[src/hdl/fdd_pkg.sv]
// Package for the finite-difference derivative core: field widths, arithmetic
// constants, item kinds and the structs shared between the modules.
// No dependencies.
package fdd_pkg;

  localparam int unsigned SAMPLE_W   = 32;
  localparam int unsigned K_W        = 32;
  localparam int unsigned IDX_W      = 16;
  localparam int unsigned SUM_W      = 39;
  localparam int unsigned MAG_W      = 38;
  localparam int unsigned MAG_LO_W   = 32;
  localparam int unsigned FRAC_W     = 16;
  localparam int unsigned P_W        = 70;
  localparam int unsigned X_W        = 54;
  localparam int unsigned Y_W        = 33;
  localparam int unsigned RECIP3_W   = 34;
  localparam int unsigned RECIP3_SH  = 35;
  localparam int unsigned PROD3_W    = 67;
  localparam int unsigned SCALE_LAT  = 6;
  localparam int unsigned WIN_DEPTH  = 5;
  localparam int unsigned OUT_DATA_W = 80;

  localparam logic [RECIP3_W-1:0] RECIP3 = 34'h2_AAAA_AAAB;
  localparam logic [K_W-1:0]      ONE_Q16 = 32'h0001_0000;

  localparam logic [X_W-1:0] LIM_POS  = 54'h0000_7FFF_FFFF;
  localparam logic [X_W-1:0] LIM_NEG  = 54'h0000_8000_0000;
  localparam logic [X_W-1:0] LIM3_POS = 54'd6442450944;
  localparam logic [X_W-1:0] LIM3_NEG = 54'd6442450947;

  localparam logic [P_W-1:0] RND_DIV1  = 70'd32768;
  localparam logic [P_W-1:0] RND_DIV2  = 70'd65536;
  localparam logic [P_W-1:0] RND_DIV12 = 70'd393216;

  typedef enum logic [0:0] {
    REG_INV_STEP    = 1'b0,
    REG_INV_STEP_SQ = 1'b1
  } reg_idx_e;

  typedef enum logic [1:0] {
    DIV_1  = 2'd0,
    DIV_2  = 2'd1,
    DIV_12 = 2'd2
  } div_e;

  typedef enum logic [2:0] {
    JOB_FWD   = 3'd0,
    JOB_CEN_S = 3'd1,
    JOB_INT   = 3'd2,
    JOB_CEN_E = 3'd3,
    JOB_BWD   = 3'd4,
    JOB_ERR   = 3'd5
  } job_kind_e;

  typedef enum logic [2:0] {
    FL_IDLE = 3'b001,
    FL_CEN  = 3'b010,
    FL_BWD  = 3'b100
  } flush_e;

  typedef struct packed {
    logic shift;
    logic clear;
  } cell_ctl_t;

  typedef struct packed {
    logic [IDX_W-1:0] idx;
    logic             last;
    logic             short_seq;
  } meta_t;

endpackage

[src/hdl/fdd_cell.sv]
// One tap of the sample window: holds a sample and passes it on to its
// neighbour on every shift. Depends on fdd_pkg.
module fdd_cell (
  input  logic                          clk_i,
  input  logic                          rst_ni,
  input  fdd_pkg::cell_ctl_t            ctl_i,
  input  logic [fdd_pkg::SAMPLE_W-1:0]  din_i,
  output logic [fdd_pkg::SAMPLE_W-1:0]  q_o
);

  logic [fdd_pkg::SAMPLE_W-1:0] val_q, val_d;

  always_comb begin
    val_d = val_q;
    if (ctl_i.shift) begin
      val_d = din_i;
    end else if (ctl_i.clear) begin
      val_d = '0;
    end
  end

  always_ff @(posedge clk_i or negedge rst_ni) begin
    if (!rst_ni) begin
      val_q <= '0;
    end else begin
      val_q <= val_d;
    end
  end

  assign q_o = val_q;

endmodule

[config.mk]
export PLATFORM = sky130hd
export DESIGN_NAME = fdd_cell
export DESIGN_NICKNAME = d
export VERILOG_FILES = /design/src/hdl/fdd_pkg.sv /design/src/hdl/fdd_cell.sv
export SDC_FILE = /design/constraint.sdc
export NUM_CORES = 1
export LEC_CHECK = 0
export BUFFER_PORTS_ARGS = -buffer_cell sky130_fd_sc_hd__buf_4
export CAP_MARGIN = 20
export CORE_MARGIN = 5
export CORE_UTILIZATION = 35
export DETAILED_ROUTE_END_ITERATION = 8
export GPL_ROUTABILITY_DRIVEN = 0
export PLACE_DENSITY = 0.74
export SKIP_LAST_GASP = 1
export SYNTH_ARGS = -nofsm -noshare
export SYNTH_HDL_FRONTEND = slang
export SYNTH_SLANG_ARGS = --single-unit
export TNS_END_PERCENT = 10
[constraint.sdc]
create_clock -name clk_i -period 1.2 [get_ports clk_i]
set_clock_uncertainty 0.2 [all_clocks]
set_input_delay 0.18 -clock clk_i [delete_from_list [all_inputs] [get_ports clk_i]]
set_output_delay 0.18 -clock clk_i [all_outputs]
set_load 0.1 [all_outputs]
After elaboration in Yosys (flattened, before gate mapping)
Index checks and enable logic that the tools add are counted.

Multiplexer cells: 2. Reductions and logical operators: 1.

Operators by type and width (count): 2-to-1 mux 32 bit (2); nonzero test 2 bit (1).

Bits in registers: 32. Output and inout port bits: 32.

Logic depth before layout (Yosys ltp)
Depth in word-level cells: 2. Gate-level depth with buffers: 4. Depth with buffers taken out: 2.

Worst setup path before layout
OpenSTA, ideal clock, no wires.

Path kind: register -> register. Start: register q_o[31] (netlist name). End: register val_q (netlist bit q_o[31]). Setup slack: -0.215 ns. Buffers on the path: 0. Clock period less this slack: 1.415 ns. Arrival: 1.147 ns. Stages on the path, launching flop included: 2. Cell sequence: dfrtp_1 > a22o_2.

RTL lines: end signal: assignment (RTL line fdd_cell.sv:26) `val_q <= val_d;`; end: declaration (RTL line fdd_cell.sv:11) `logic [fdd_pkg::SAMPLE_W-1:0] val_q, val_d;`.

Worst setup path in the final report
Start: register val_q (netlist bit q_o[10]). End: output q_o[10] (netlist bit).

RTL lines: end: declaration (RTL line fdd_cell.sv:8) `output logic [fdd_pkg::SAMPLE_W-1:0] q_o`.

No word-level cell between the ends.

==> flow_summary.ini <==
[outcome]
outcome = finished, violations left
violations = setup timing

[global_route]
antenna_found_initial = 0
grt_pass1_vias = 1233
grt.total_usage_pct = 18.8
overflow = 0
grt_pass1_wl_um = 6130
grt_max_degree = 33

[timing]
fmax_mhz = 747
tightest_slew_ns = 0.400
fin_ws_ns = -0.138
slew_headroom_pct = 73.3
fin_crit_ns = 1.34
setup_violations = 32
hold_violations = 0
timing.final.crit_share_pct = 112
slew_viol_final = 0
rsz0062_at_grt = yes

[layout]
area_growth_pct = 100
layout-drive-gt1-share_pct = 48.9
largest_reg_flops = 32
design_area_sq_um = 2350
mostFrequentLayoutCell = buf_4
diodes = 0
postLayoutCoreUtil_pct = 71.5
layout.cells.most_common_list = buf_4, dlygate4sd3_1, a22o_1
nets = 213

[power_and_ir_drop]
ir_drop_mv = 0.736
power_density_nw_per_um2 = 1320
cellLeakagePower_nw = 1.12

[drt]
routed_wl_um = 4110
drt-pass1-iter-count = 4
via_per_inst = 4.83
wl_per_cell_um = 18.3
drt_iter0_drc = 70
via_count = 1083
drcViolationCount = 0
antenna_left = 0

[placement]
place_area_sq_um = 1710
numPortBuffers = 67
post-place-ws_ns = 0.127

[clocking]
clk_pin_slew_ns = 0.11
clk_latency_ns = 0.33
htree_num_levels = 2
cts_tree = built
cts_buffers = 5
cts-root-buf = clkbuf_4
clk_path_buf_depth = 2
cts.sinks = 32

[worst_setup_path]
cpPeakStageDelay_ns = 0.44
critPathCaptureType = output port
crit_required_ns = 0.82
cp_cell_sequence = buf_6
cp_max_fo = 2
cp-start-kind = flip-flop
critPathKind = flip-flop to output port
arrival_ns = 0.96
cp_top_family = flip-flops
crit_buf_inv = 1
slowest_stage = dfrtp_2

[logic_synthesis]
synth_fp_nets = 108
syn-instance-count = 72
ys_ff_latch = 32
synth_cell_types = 7
ys_seq_area_share_pct = 68.2
synth_area_per_cell_sq_um = 16.3
yosys_warnings = 0
synthTopCellsByArea = dfrtp_1, a22o_1, buf_8, nor2_8, buf_2
synth.top_cell.area_share_pct = 68.2
synth_area_leader_cell = dfrtp_1
syn_area_sq_um = 1170

[job]
drv_cap = 0

[floorplan]
dieArea_sq_um = 4610
dieHeight_um = 67.9
fp-row-count = 21
core_area_sq_um = 3280
start_util_pct = 35.7
die_w_um = 67.9
io-pin-count = 68

[worst_hold_path]
worstHoldPathType = input port to asynchronous set/reset pin
[what timing repair did]
action                                  CTS  global route
resized for setup                        46            10
hold buffers                             33             0
pin swaps                                 0             0
endpoints found under the hold margin    64             0
endpoints found under the setup margin   32            32
buffers inserted                          1             2
[cell usage after synthesis, drive strengths merged]
library cell  instances
a22o                 32
dfrtp                32
buf                   7
nor2                  1
[final cells by class]
cell class | count | area (sq um)
multi-input cells | 33 | 302
repair buffers | 105 | 1110
well taps | 46 | 57.6
clock buffers | 8 | 68.8
flip-flops and latches | 32 | 808
fillers | 225 | 935
[worst paths after layout]
| path | startpoint | end | slack, ns | cells after the start |
|---|---|---|---|---|
| worst max-delay path | q_o[10]$_DFFE_PN0P_ | q_o[10] | -0.14 | 1 |
| worst min-delay path | rst_ni | q_o[10]$_DFFE_PN0P_ | 0.11 | 2 |
| worst max register to register | q_o[11]$_DFFE_PN0P_ | q_o[11]$_DFFE_PN0P_ | 0.13 | 2 |
| worst min register to register | q_o[8]$_DFFE_PN0P_ | q_o[8]$_DFFE_PN0P_ | 0.34 | 1 |
| max in group asynchronous | rst_ni | q_o[29]$_DFFE_PN0P_ | 0.36 | 2 |
| min in group clk_i | ctl_i[1] | q_o[5]$_DFFE_PN0P_ | 0.15 | 3 |
[logic make-up (layout without fill, tap and decap cells)]
| kind of cell | after synthesis | count (layout) | share of synthesized area [%] |
|---|---|---|---|
| DFF | 32 | 32 | 68.2 |
| AOI/OAI and AO/OA | 32 | 32 | 24.0 |
| and+or+nand+nor | 1 | 1 | 1.71 |
| buffers and inverters | 7 | 113 | 6.08 |
[power breakdown]
group | switching, mW | internal, mW | total, mW
combinational | 0.753 | 0.425 | 1.18
sequential | 0.0740 | 1.16 | 1.23
clock | 0.343 | 0.345 | 0.688
total | 1.17 | 1.93 | 3.10
[metrics by stage]
| stage | TNS [ns] | power, mW | hold WS [ns] | instances |
|---|---|---|---|---|
| after global routing | -4.94 | 3.21 | 0.159 | 224 |
| after CTS | -3.99 | 3.06 | 0.119 | 222 |
| final | -3.62 | 3.10 | 0.113 | 224 |
| after floorplan | -6.93 | 1.92 | -0.316 | 72 |
| after global placement | 0 | 2.18 | -0.0683 | 180 |
| after detailed placement | 0 | 2.19 | -0.0619 | 180 |
[per-layer routing]
layer	vias up	track usage (%)	part of all wire [%]
li1	487	-	-
met1	547	16.3	31
met2	41	38.4	61
met3	8	4.11	5.4
met4	0	10.9	2.2
met5	-	0	0
Power figures use the tool's default switching activity.
