`src/hdl/fdd_pkg.sv`:
```
// Package for the finite-difference derivative core: field widths, arithmetic
// constants, item kinds and the structs shared between the modules.
// No dependencies.
package fdd_pkg;

  localparam int unsigned SAMPLE_W   = 32;
  localparam int unsigned K_W        = 32;
  localparam int unsigned IDX_W      = 16;
  localparam int unsigned SUM_W      = 39;
  localparam int unsigned MAG_W      = 38;
  localparam int unsigned MAG_LO_W   = 32;
  localparam int unsigned FRAC_W     = 16;
  localparam int unsigned P_W        = 70;
  localparam int unsigned X_W        = 54;
  localparam int unsigned Y_W        = 33;
  localparam int unsigned RECIP3_W   = 34;
  localparam int unsigned RECIP3_SH  = 35;
  localparam int unsigned PROD3_W    = 67;
  localparam int unsigned SCALE_LAT  = 6;
  localparam int unsigned WIN_DEPTH  = 5;
  localparam int unsigned OUT_DATA_W = 80;

  localparam logic [RECIP3_W-1:0] RECIP3 = 34'h2_AAAA_AAAB;
  localparam logic [K_W-1:0]      ONE_Q16 = 32'h0001_0000;

  localparam logic [X_W-1:0] LIM_POS  = 54'h0000_7FFF_FFFF;
  localparam logic [X_W-1:0] LIM_NEG  = 54'h0000_8000_0000;
  localparam logic [X_W-1:0] LIM3_POS = 54'd6442450944;
  localparam logic [X_W-1:0] LIM3_NEG = 54'd6442450947;

  localparam logic [P_W-1:0] RND_DIV1  = 70'd32768;
  localparam logic [P_W-1:0] RND_DIV2  = 70'd65536;
  localparam logic [P_W-1:0] RND_DIV12 = 70'd393216;

  typedef enum logic [0:0] {
    REG_INV_STEP    = 1'b0,
    REG_INV_STEP_SQ = 1'b1
  } reg_idx_e;

  typedef enum logic [1:0] {
    DIV_1  = 2'd0,
    DIV_2  = 2'd1,
    DIV_12 = 2'd2
  } div_e;

  typedef enum logic [2:0] {
    JOB_FWD   = 3'd0,
    JOB_CEN_S = 3'd1,
    JOB_INT   = 3'd2,
    JOB_CEN_E = 3'd3,
    JOB_BWD   = 3'd4,
    JOB_ERR   = 3'd5
  } job_kind_e;

  typedef enum logic [2:0] {
    FL_IDLE = 3'b001,
    FL_CEN  = 3'b010,
    FL_BWD  = 3'b100
  } flush_e;

  typedef struct packed {
    logic shift;
    logic clear;
  } cell_ctl_t;

  typedef struct packed {
    logic [IDX_W-1:0] idx;
    logic             last;
    logic             short_seq;
  } meta_t;

endpackage

```
`src/hdl/fdd_scale.sv`:
```
// Scaling unit: multiplies a stencil sum by a Q16.16 factor, divides by
// 65536 times 1, 2 or 12, rounds half away from zero and saturates.
// Six register stages. Depends on fdd_pkg.
module fdd_scale (
  input  logic                              clk_i,
  input  logic                              en_i,
  input  logic signed [fdd_pkg::SUM_W-1:0]  num_i,
  input  fdd_pkg::div_e                     div_i,
  input  logic [fdd_pkg::K_W-1:0]           k_i,
  output logic [fdd_pkg::SAMPLE_W-1:0]      res_o
);

  logic                          neg_a_q, neg_b_q, neg_c_q, neg_d_q, neg_e_q;
  fdd_pkg::div_e                 div_a_q, div_b_q, div_c_q, div_d_q;
  logic [fdd_pkg::MAG_W-1:0]     mag_a_q;
  logic [2*fdd_pkg::K_W-1:0]     p0_b_q;
  logic [fdd_pkg::MAG_W-1:0]     p1_b_q;
  logic [fdd_pkg::X_W-1:0]       x_c_q;
  logic [fdd_pkg::Y_W-1:0]       y_d_q;
  logic                          sat_d_q, sat_e_q;
  logic [fdd_pkg::SAMPLE_W-1:0]  q_e_q, res_f_q;

  logic [fdd_pkg::SUM_W-1:0]     abs_v;
  logic [fdd_pkg::P_W-1:0]       rnd_v, p_v;
  logic [fdd_pkg::X_W-1:0]       y_v, lim_v, lim3_v;
  logic                          sat_v;
  logic [fdd_pkg::PROD3_W-1:0]   prod_v;
  logic [fdd_pkg::SAMPLE_W-1:0]  q_v, lim32_v, mag_f_v;

  assign abs_v = num_i[fdd_pkg::SUM_W-1] ? -num_i : num_i;

  always_comb begin
    case (div_b_q)
      fdd_pkg::DIV_1:  rnd_v = fdd_pkg::RND_DIV1;
      fdd_pkg::DIV_2:  rnd_v = fdd_pkg::RND_DIV2;
      fdd_pkg::DIV_12: rnd_v = fdd_pkg::RND_DIV12;
      default:         rnd_v = fdd_pkg::RND_DIV1;
    endcase
  end

  assign p_v = {p1_b_q, {fdd_pkg::MAG_LO_W{1'b0}}}
             + fdd_pkg::P_W'(p0_b_q) + rnd_v;

  assign lim_v  = neg_c_q ? fdd_pkg::LIM_NEG  : fdd_pkg::LIM_POS;
  assign lim3_v = neg_c_q ? fdd_pkg::LIM3_NEG : fdd_pkg::LIM3_POS;

  always_comb begin
    case (div_c_q)
      fdd_pkg::DIV_1: begin
        y_v   = x_c_q;
        sat_v = y_v > lim_v;
      end
      fdd_pkg::DIV_2: begin
        y_v   = x_c_q >> 1;
        sat_v = y_v > lim_v;
      end
      fdd_pkg::DIV_12: begin
        y_v   = x_c_q >> 2;
        sat_v = y_v >= lim3_v;
      end
      default: begin
        y_v   = x_c_q;
        sat_v = y_v > lim_v;
      end
    endcase
  end

  assign prod_v = fdd_pkg::PROD3_W'(y_d_q) * fdd_pkg::PROD3_W'(fdd_pkg::RECIP3);
  assign q_v    = (div_d_q == fdd_pkg::DIV_12)
                ? prod_v[fdd_pkg::RECIP3_SH +: fdd_pkg::SAMPLE_W]
                : y_d_q[fdd_pkg::SAMPLE_W-1:0];

  assign lim32_v = neg_e_q ? 32'h8000_0000 : 32'h7FFF_FFFF;
  assign mag_f_v = sat_e_q ? lim32_v : q_e_q;

  always_ff @(posedge clk_i) begin
    if (en_i) begin
      neg_a_q <= num_i[fdd_pkg::SUM_W-1];
      mag_a_q <= abs_v[fdd_pkg::MAG_W-1:0];
      div_a_q <= div_i;

      neg_b_q <= neg_a_q;
      div_b_q <= div_a_q;
      p0_b_q  <= mag_a_q[fdd_pkg::MAG_LO_W-1:0] * k_i;
      p1_b_q  <= mag_a_q[fdd_pkg::MAG_W-1:fdd_pkg::MAG_LO_W] * k_i;

      neg_c_q <= neg_b_q;
      div_c_q <= div_b_q;
      x_c_q   <= p_v[fdd_pkg::P_W-1:fdd_pkg::FRAC_W];

      neg_d_q <= neg_c_q;
      div_d_q <= div_c_q;
      sat_d_q <= sat_v;
      y_d_q   <= y_v[fdd_pkg::Y_W-1:0];

      neg_e_q <= neg_d_q;
      sat_e_q <= sat_d_q;
      q_e_q   <= q_v;

      res_f_q <= neg_e_q ? -mag_f_v : mag_f_v;
    end
  end

  assign res_o = res_f_q;

endmodule

```
`config.mk`:
```
export PLATFORM = sky130hd
export DESIGN_NAME = fdd_scale
export DESIGN_NICKNAME = d
export VERILOG_FILES = /design/src/hdl/fdd_pkg.sv /design/src/hdl/fdd_scale.sv
export SDC_FILE = /design/constraint.sdc
export NUM_CORES = 2
export LEC_CHECK = 0
export BUFFER_PORTS_ARGS = -buffer_cell sky130_fd_sc_hd__buf_2
export CORE_ASPECT_RATIO = 1.25
export CORE_MARGIN = 2
export CORE_UTILIZATION = 50
export DETAILED_ROUTE_END_ITERATION = 10
export MAX_ROUTING_LAYER = met4
export PLACE_DENSITY = 0.66
export SLEW_MARGIN = 30
export SYNTH_ARGS = -nofsm -noshare
export SYNTH_HDL_FRONTEND = slang
export SYNTH_SLANG_ARGS = --single-unit
```
`constraint.sdc`:
```
create_clock -name clk_i -period 14.1 [get_ports clk_i]
set_input_delay 0.705 -clock clk_i [delete_from_list [all_inputs] [get_ports clk_i]]
set_output_delay 0.705 -clock clk_i [all_outputs]
set_load 0.01 [all_outputs]
```
; ---- Word level (Yosys, flattened, before mapping)
; Cells that the tools add are included.
[word_totals]
ff_bits = 306
word_cells = 43
[op_classes]
n_addsub = 4
mul = 3
order_cmp = 3
n_eq_ne = 5
muxes = 10
[ops]
columns = cell, count
row1 = two-way mux 32 bit, 5
row2 = adder 70 x 64 -> 70 bit, 1
row3 = adder 70 bit, 1
row4 = multiplier 33 x 34 -> 67 bit (second input constant), 1
row5 = one-hot mux 33 bit (2 select lines), 1
row6 = multiplier 32 x 32 -> 64 bit, 1
row7 = greater-than comparator 54 x 32 -> 1 bit, 1
row8 = greater-than comparator 53 x 32 -> 1 bit, 1
row9 = greater-or-equal comparator 52 x 33 -> 1 bit, 1
row10 = multiplier 6 x 32 -> 38 bit, 1
row11 = two-way mux 38 bit, 1
row12 = negator 38 bit, 1
row13 = one-hot mux 19 bit (2 select lines), 1
row14 = negator 32 bit, 1
row15 = equality test 2 bit (second input constant), 3
row16 = equality test 2 x 1 -> 1 bit (second input constant), 2
row17 = two-way mux 2 bit, 1
row18 = one-hot mux 1 bit (2 select lines), 1

; ---- Longest topological paths before layout
[logic_depth]
depth_word = 4
mapped_depth = 32
ltp_nobuf = 29

; ---- Worst setup path after synthesis
; OpenSTA, ideal clock, no wires.
[synth_timing]
kind = in2reg
from = in k_i[7] (netlist bit)
to = reg p0_b_q[63] (netlist bit) (data pin)
setup_time_ns = 0.260
t_arrival_ns = 8.039
slack_ns = 5.802
path_stages = 27
n_path_buf = 2
path_cell_list = clkbuf_1 -> clkbuf_1 -> and2_1 -> fa_1 -> fa_1 -> fa_1 -> inv_1 -> fa_1 -> inv_1 -> fa_1 -> fa_1 -> fa_1 -> inv_1 -> fa_1 -> inv_1 -> ha_1 -> a21o_1 -> a21o_1 -> a221oi_1 -> nor2b_1 -> a41o_1 -> a41oi_2 -> a31oi_1 -> a41o_1 -> a311o_1 -> a31o_1 -> xnor2_1
[synth_between]
elab_chain_cells = 1
[synth_lines]
columns = element, line
row1 = start: declaration, fdd_scale.sv:9  ; input logic [fdd_pkg::K_W-1:0] k_i,
row2 = multiplier 32 x 32 -> 64 bit, fdd_scale.sv:84  ; p0_b_q <= mag_a_q[fdd_pkg::MAG_LO_W-1:0] * k_i;
row3 = end signal: assignment, fdd_scale.sv:84
row4 = end: declaration, fdd_scale.sv:16  ; logic [2*fdd_pkg::K_W-1:0] p0_b_q;
; No other way between the ends.
; A chain may end at the register's enable or synchronous reset.

; ---- Final worst setup path
[layout_timing]
from = reg y_d_q[11] (netlist bit)
to = reg q_e_q[31] (netlist bit) (data pin)
[layout_between]
elab_chain_cells = 2
[layout_lines]
columns = element, line
row1 = start: declaration, fdd_scale.sv:19  ; logic [fdd_pkg::Y_W-1:0] y_d_q;
row2 = start signal: assignment, fdd_scale.sv:94  ; y_d_q <= y_v[fdd_pkg::Y_W-1:0];
row3 = multiplier 33 x 34 -> 67 bit, fdd_scale.sv:68  ; assign prod_v = fdd_pkg::PROD3_W'(y_d_q) * fdd_pkg::PROD3_W'(fdd_pkg::RECIP3);
row4 = two-way mux 32 bit, fdd_scale.sv:70  ; ? prod_v[fdd_pkg::RECIP3_SH +: fdd_pkg::SAMPLE_W]
row5 = net q_v (one bit), fdd_scale.sv:28  ; logic [fdd_pkg::SAMPLE_W-1:0] q_v, lim32_v, mag_f_v;
row6 = end signal: assignment, fdd_scale.sv:98  ; q_e_q <= q_v;
row7 = end: declaration, fdd_scale.sv:21  ; logic [fdd_pkg::SAMPLE_W-1:0] q_e_q, res_f_q;
; The timed path passes the listed nets, and every way through them passes these cells.

==> key figures <==
Placed design
  • DP Wirelength: 133 mm
  • Routability Congestion: 0.947
  • Pre-CTS setup slack: 4.72 ns
  • Port buffer count: 106

Global route
  • Initial antenna violation count: 6
  • GRT Resource Usage Total: 27.4%
  • Global-route wire length before repair: 277 mm
  • Largest net degree at the start of global routing: between 90 and 100
  • Vias in the first global route: 51.1k
  • Grt total ovfl: 0

Die
  • I/O pins: 107
  • DIE AREA: 133000 sq um
  • Core area: approximately 130000 sq um
  • Die height: approximately 410 microns
  • Die extent in x: 327 microns
  • Initial Utilization: 50.5%
  • Cell row count: ~150

Clock tree
  • H-tree levels: 2
  • Hold buffer count at cts: 0
  • CTS tree: done
  • Clock Tree Buf Depth: 3
  • CTS Sinks: 291
  • PostCTS Resize Cnt: 0
  • Number of CTS-inserted buffers: 34
  • Worst skew pair latency: 0.61 ns
  • Worst-path clk slew: about 0.060 ns
  • CTS Root Cell: clkbuf_16
  • Post-CTS setup buffer count: 0

Timing
  • Measured slew at the worst slew-check pin: 1.03 ns
  • Fin crit period: 9.07 ns
  • Worst slew margin: 31.2%
  • Achievable frequency: between 100 and 150 MHz
  • Setup Total Neg Slack: 0 ns
  • Final setup viols: 0
  • Worst Skew: 0.0665 ns
  • RSZ-0062 raised after global routing: false
  • Max-slew violation count: 0
  • Tcrit/Tclk final: 64.3%
  • Final hold violation count: 0
  • Final WS setup: 5.03 ns

Route
  • Via count: ~46k
  • DRC marker count from the first detailed-route iteration: ~2.6k
  • WL per Instance: 20.3 microns
  • Vias per cell: 5.49
  • # DRC: 0
  • Final wirelength: 170 mm
  • Drt first pass iters: 7
  • Routed Antenna Nets: 0

Critical path
  • CP bufs+invs: 6
  • Slowest stage delay, CP: approximately 0.70 ns
  • Internal reg-to-reg setup slack: around 5 ns
  • Crit-path leading delay family: adder cells
  • Cells on worst reg2reg path: 25
  • Levels on crit path: 25
  • Setup CP Type: reg2reg
  • Req. time, crit path: approximately 14 ns
  • Startpoint Class: flop
  • Crit path to: q_e_q[31]$_DFFE_PP_
  • Reg2reg start: y_d_q[11]$_DFFE_PP_
  • Worst Setup End Kind: flop
  • Worst Setup SP: y_d_q[11]$_DFFE_PP_
  • R2R Path End: q_e_q[31]$_DFFE_PP_
  • Crit Path Max Fanout: 5
  • Crit-path slowest cell: fa_1
  • CP dominant cell by count: fa_1
  • CP Data Arrival Time: 9.39 ns

Synthesis
  • Synthesized flop and latch total: 291
  • Mapped cell area: 65000 sq um
  • Post-synthesis sequential area ratio: 13.4%
  • EDFF count, synth: 291
  • Post-synth ARST share: 0%
  • Syn nets: 8796
  • Primary FF master, synth: edfxtp_1
  • Syn Inst Count: 6767
  • YS warnings: 0
  • Avg Inst Size Synth: 9.61 sq um
  • Synth unique cells: between 80 and 90

Finish
  • Final Net Count: 8687
  • FILL cells: 11.8k
  • Area grow syn2layout: 4.77%
  • Share of cells above drive strength 1: 3.86%

Hold path
  • WHS Path Cells: 1
  • Hold_sp: div_i[1]
  • Worst hold path class: in2reg

Flow run
  • Max-cap violations: 0

Status
  • Outcome: complete, no violations
[per-layer routing]
metal	vias to the layer above	track usage (%)	part of all wire [%]
li1	20700	-	-
met4	0	11.5	4.9
met2	1549	47.8	52
met3	435	3.66	5.9
met5	-	-	0
met1	23400	31.7	38
[cells in the mapped netlist (21+ instances only)]
cell      instances  share of area, %
a21o_1          110               1.3
a21oi_1         215               1.7
a22oi_1          37              0.43
a31oi_1          21              0.20
and2_1          616               5.9
and3_1           22              0.21
clkbuf_1        305               1.8
edfxtp_1        291                13
fa_1           1286                40
ha_1            668                13
inv_1          1470               8.5
nand2_1         804               4.6
nand3_1          44              0.34
nand4_1          44              0.42
nor2_1          109              0.63
nor3_1           28              0.22
o21ai_0         174               1.3
o21bai_1         24              0.28
xnor2_1         150               2.0
xor2_1           58              0.78
[layout make-up]
cell class | count | area [sq um] | area share, %
antenna | 4 | 10.0 | 0.0147
clock buffer | 41 | 877 | 1.29
clock inverter | 20 | 240 | 0.353
inverter | 1472 | 5530 | 8.11
multi-input combinational | 4693 | 49600 | 72.8
sequential | 291 | 8740 | 12.8
tap | 1713 | 2140 | 3.15
timing repair buffer | 166 | 991 | 1.45
[sequential cells by signal (all words and copies together) (netlist names), 2 cells and up]
register,cells
x_c_q,54
p0_b_q,49
mag_a_q,38
p1_b_q,38
y_d_q,33
q_e_q,32
res_o,32
div_a_q,2
div_b_q,2
div_c_q,2
div_d_q,2
[cells in the final DEF, fill, tap and decap left out, types with 109 or more instances in the layout]
master	instances
ha_1	668
inv_1	1469
nor2_1	109
fa_1	1286
a21o_1	110
nand2_1	804
o21ai_0	174
edfxtp_1	291
a21oi_1	215
and2_1	616
xnor2_1	150
[worst reg2reg max path, cell delays in order, from the launching register on]
cell       delay, ns
edfxtp_1        0.48
ha_1            0.34
inv_1           0.08
fa_1            0.51
inv_1           0.15
fa_1            0.71
inv_1           0.14
fa_1            0.59
fa_1            0.58
inv_1           0.06
fa_1            0.51
fa_1            0.56
inv_1           0.06
fa_1            0.52
inv_1           0.06
ha_1            0.29
and3_1          0.24
nor4b_1         0.42
a21boi_0        0.34
o2111ai_1       0.32
and4_1          0.28
o41ai_2         0.44
a41oi_1         0.33
o31ai_2         0.32
nand4_1         0.13
mux2_2          0.29
[kinds of logic after synthesis]
family,Yosys count,share of synthesized area [%]
AND/OR/NAND/NOR,1773,13.5
flip-flops,291,13.4
adder cells (fa/ha/maj),1954,52.4
multiplexers,2,0.0327
buffers and inverters,1783,10.3
AO/OA/AOI/OAI,756,7.44
XOR/XNOR,208,2.80
[worst min path at each step]
| stage | to | slack, ns |
|---|---|---|
| floorplan | div_b_q[0]$_DFFE_PP_ | 0.40 |
| global placement | neg_b_q$_DFFE_PP_ | 0.40 |
| detailed placement | neg_b_q$_DFFE_PP_ | 0.41 |
| CTS | div_a_q[1]$_DFFE_PP_ | 0.23 |
| global route | div_a_q[1]$_DFFE_PP_ | 0.25 |
| finish | div_a_q[1]$_DFFE_PP_ | 0.27 |
[stage by stage]
step / instances / cell area (sq um) / util (%) / hold WS [ns]
after floorplan: 6767 / 65000 / - / 0.400
after global placement: 8335 / 67000 / 52.0 / 0.404
after CTS: 8396 / 68100 / 52.9 / 0.226
after detailed placement: 8335 / 67000 / 52.0 / 0.412
final: 8400 / 68100 / 52.9 / 0.269
after global routing: 8400 / 68100 / 52.9 / 0.249
Power is left out: the tool's default activity adds up to more than one toggle a clock period on the data nets, which glitch-free logic cannot reach.
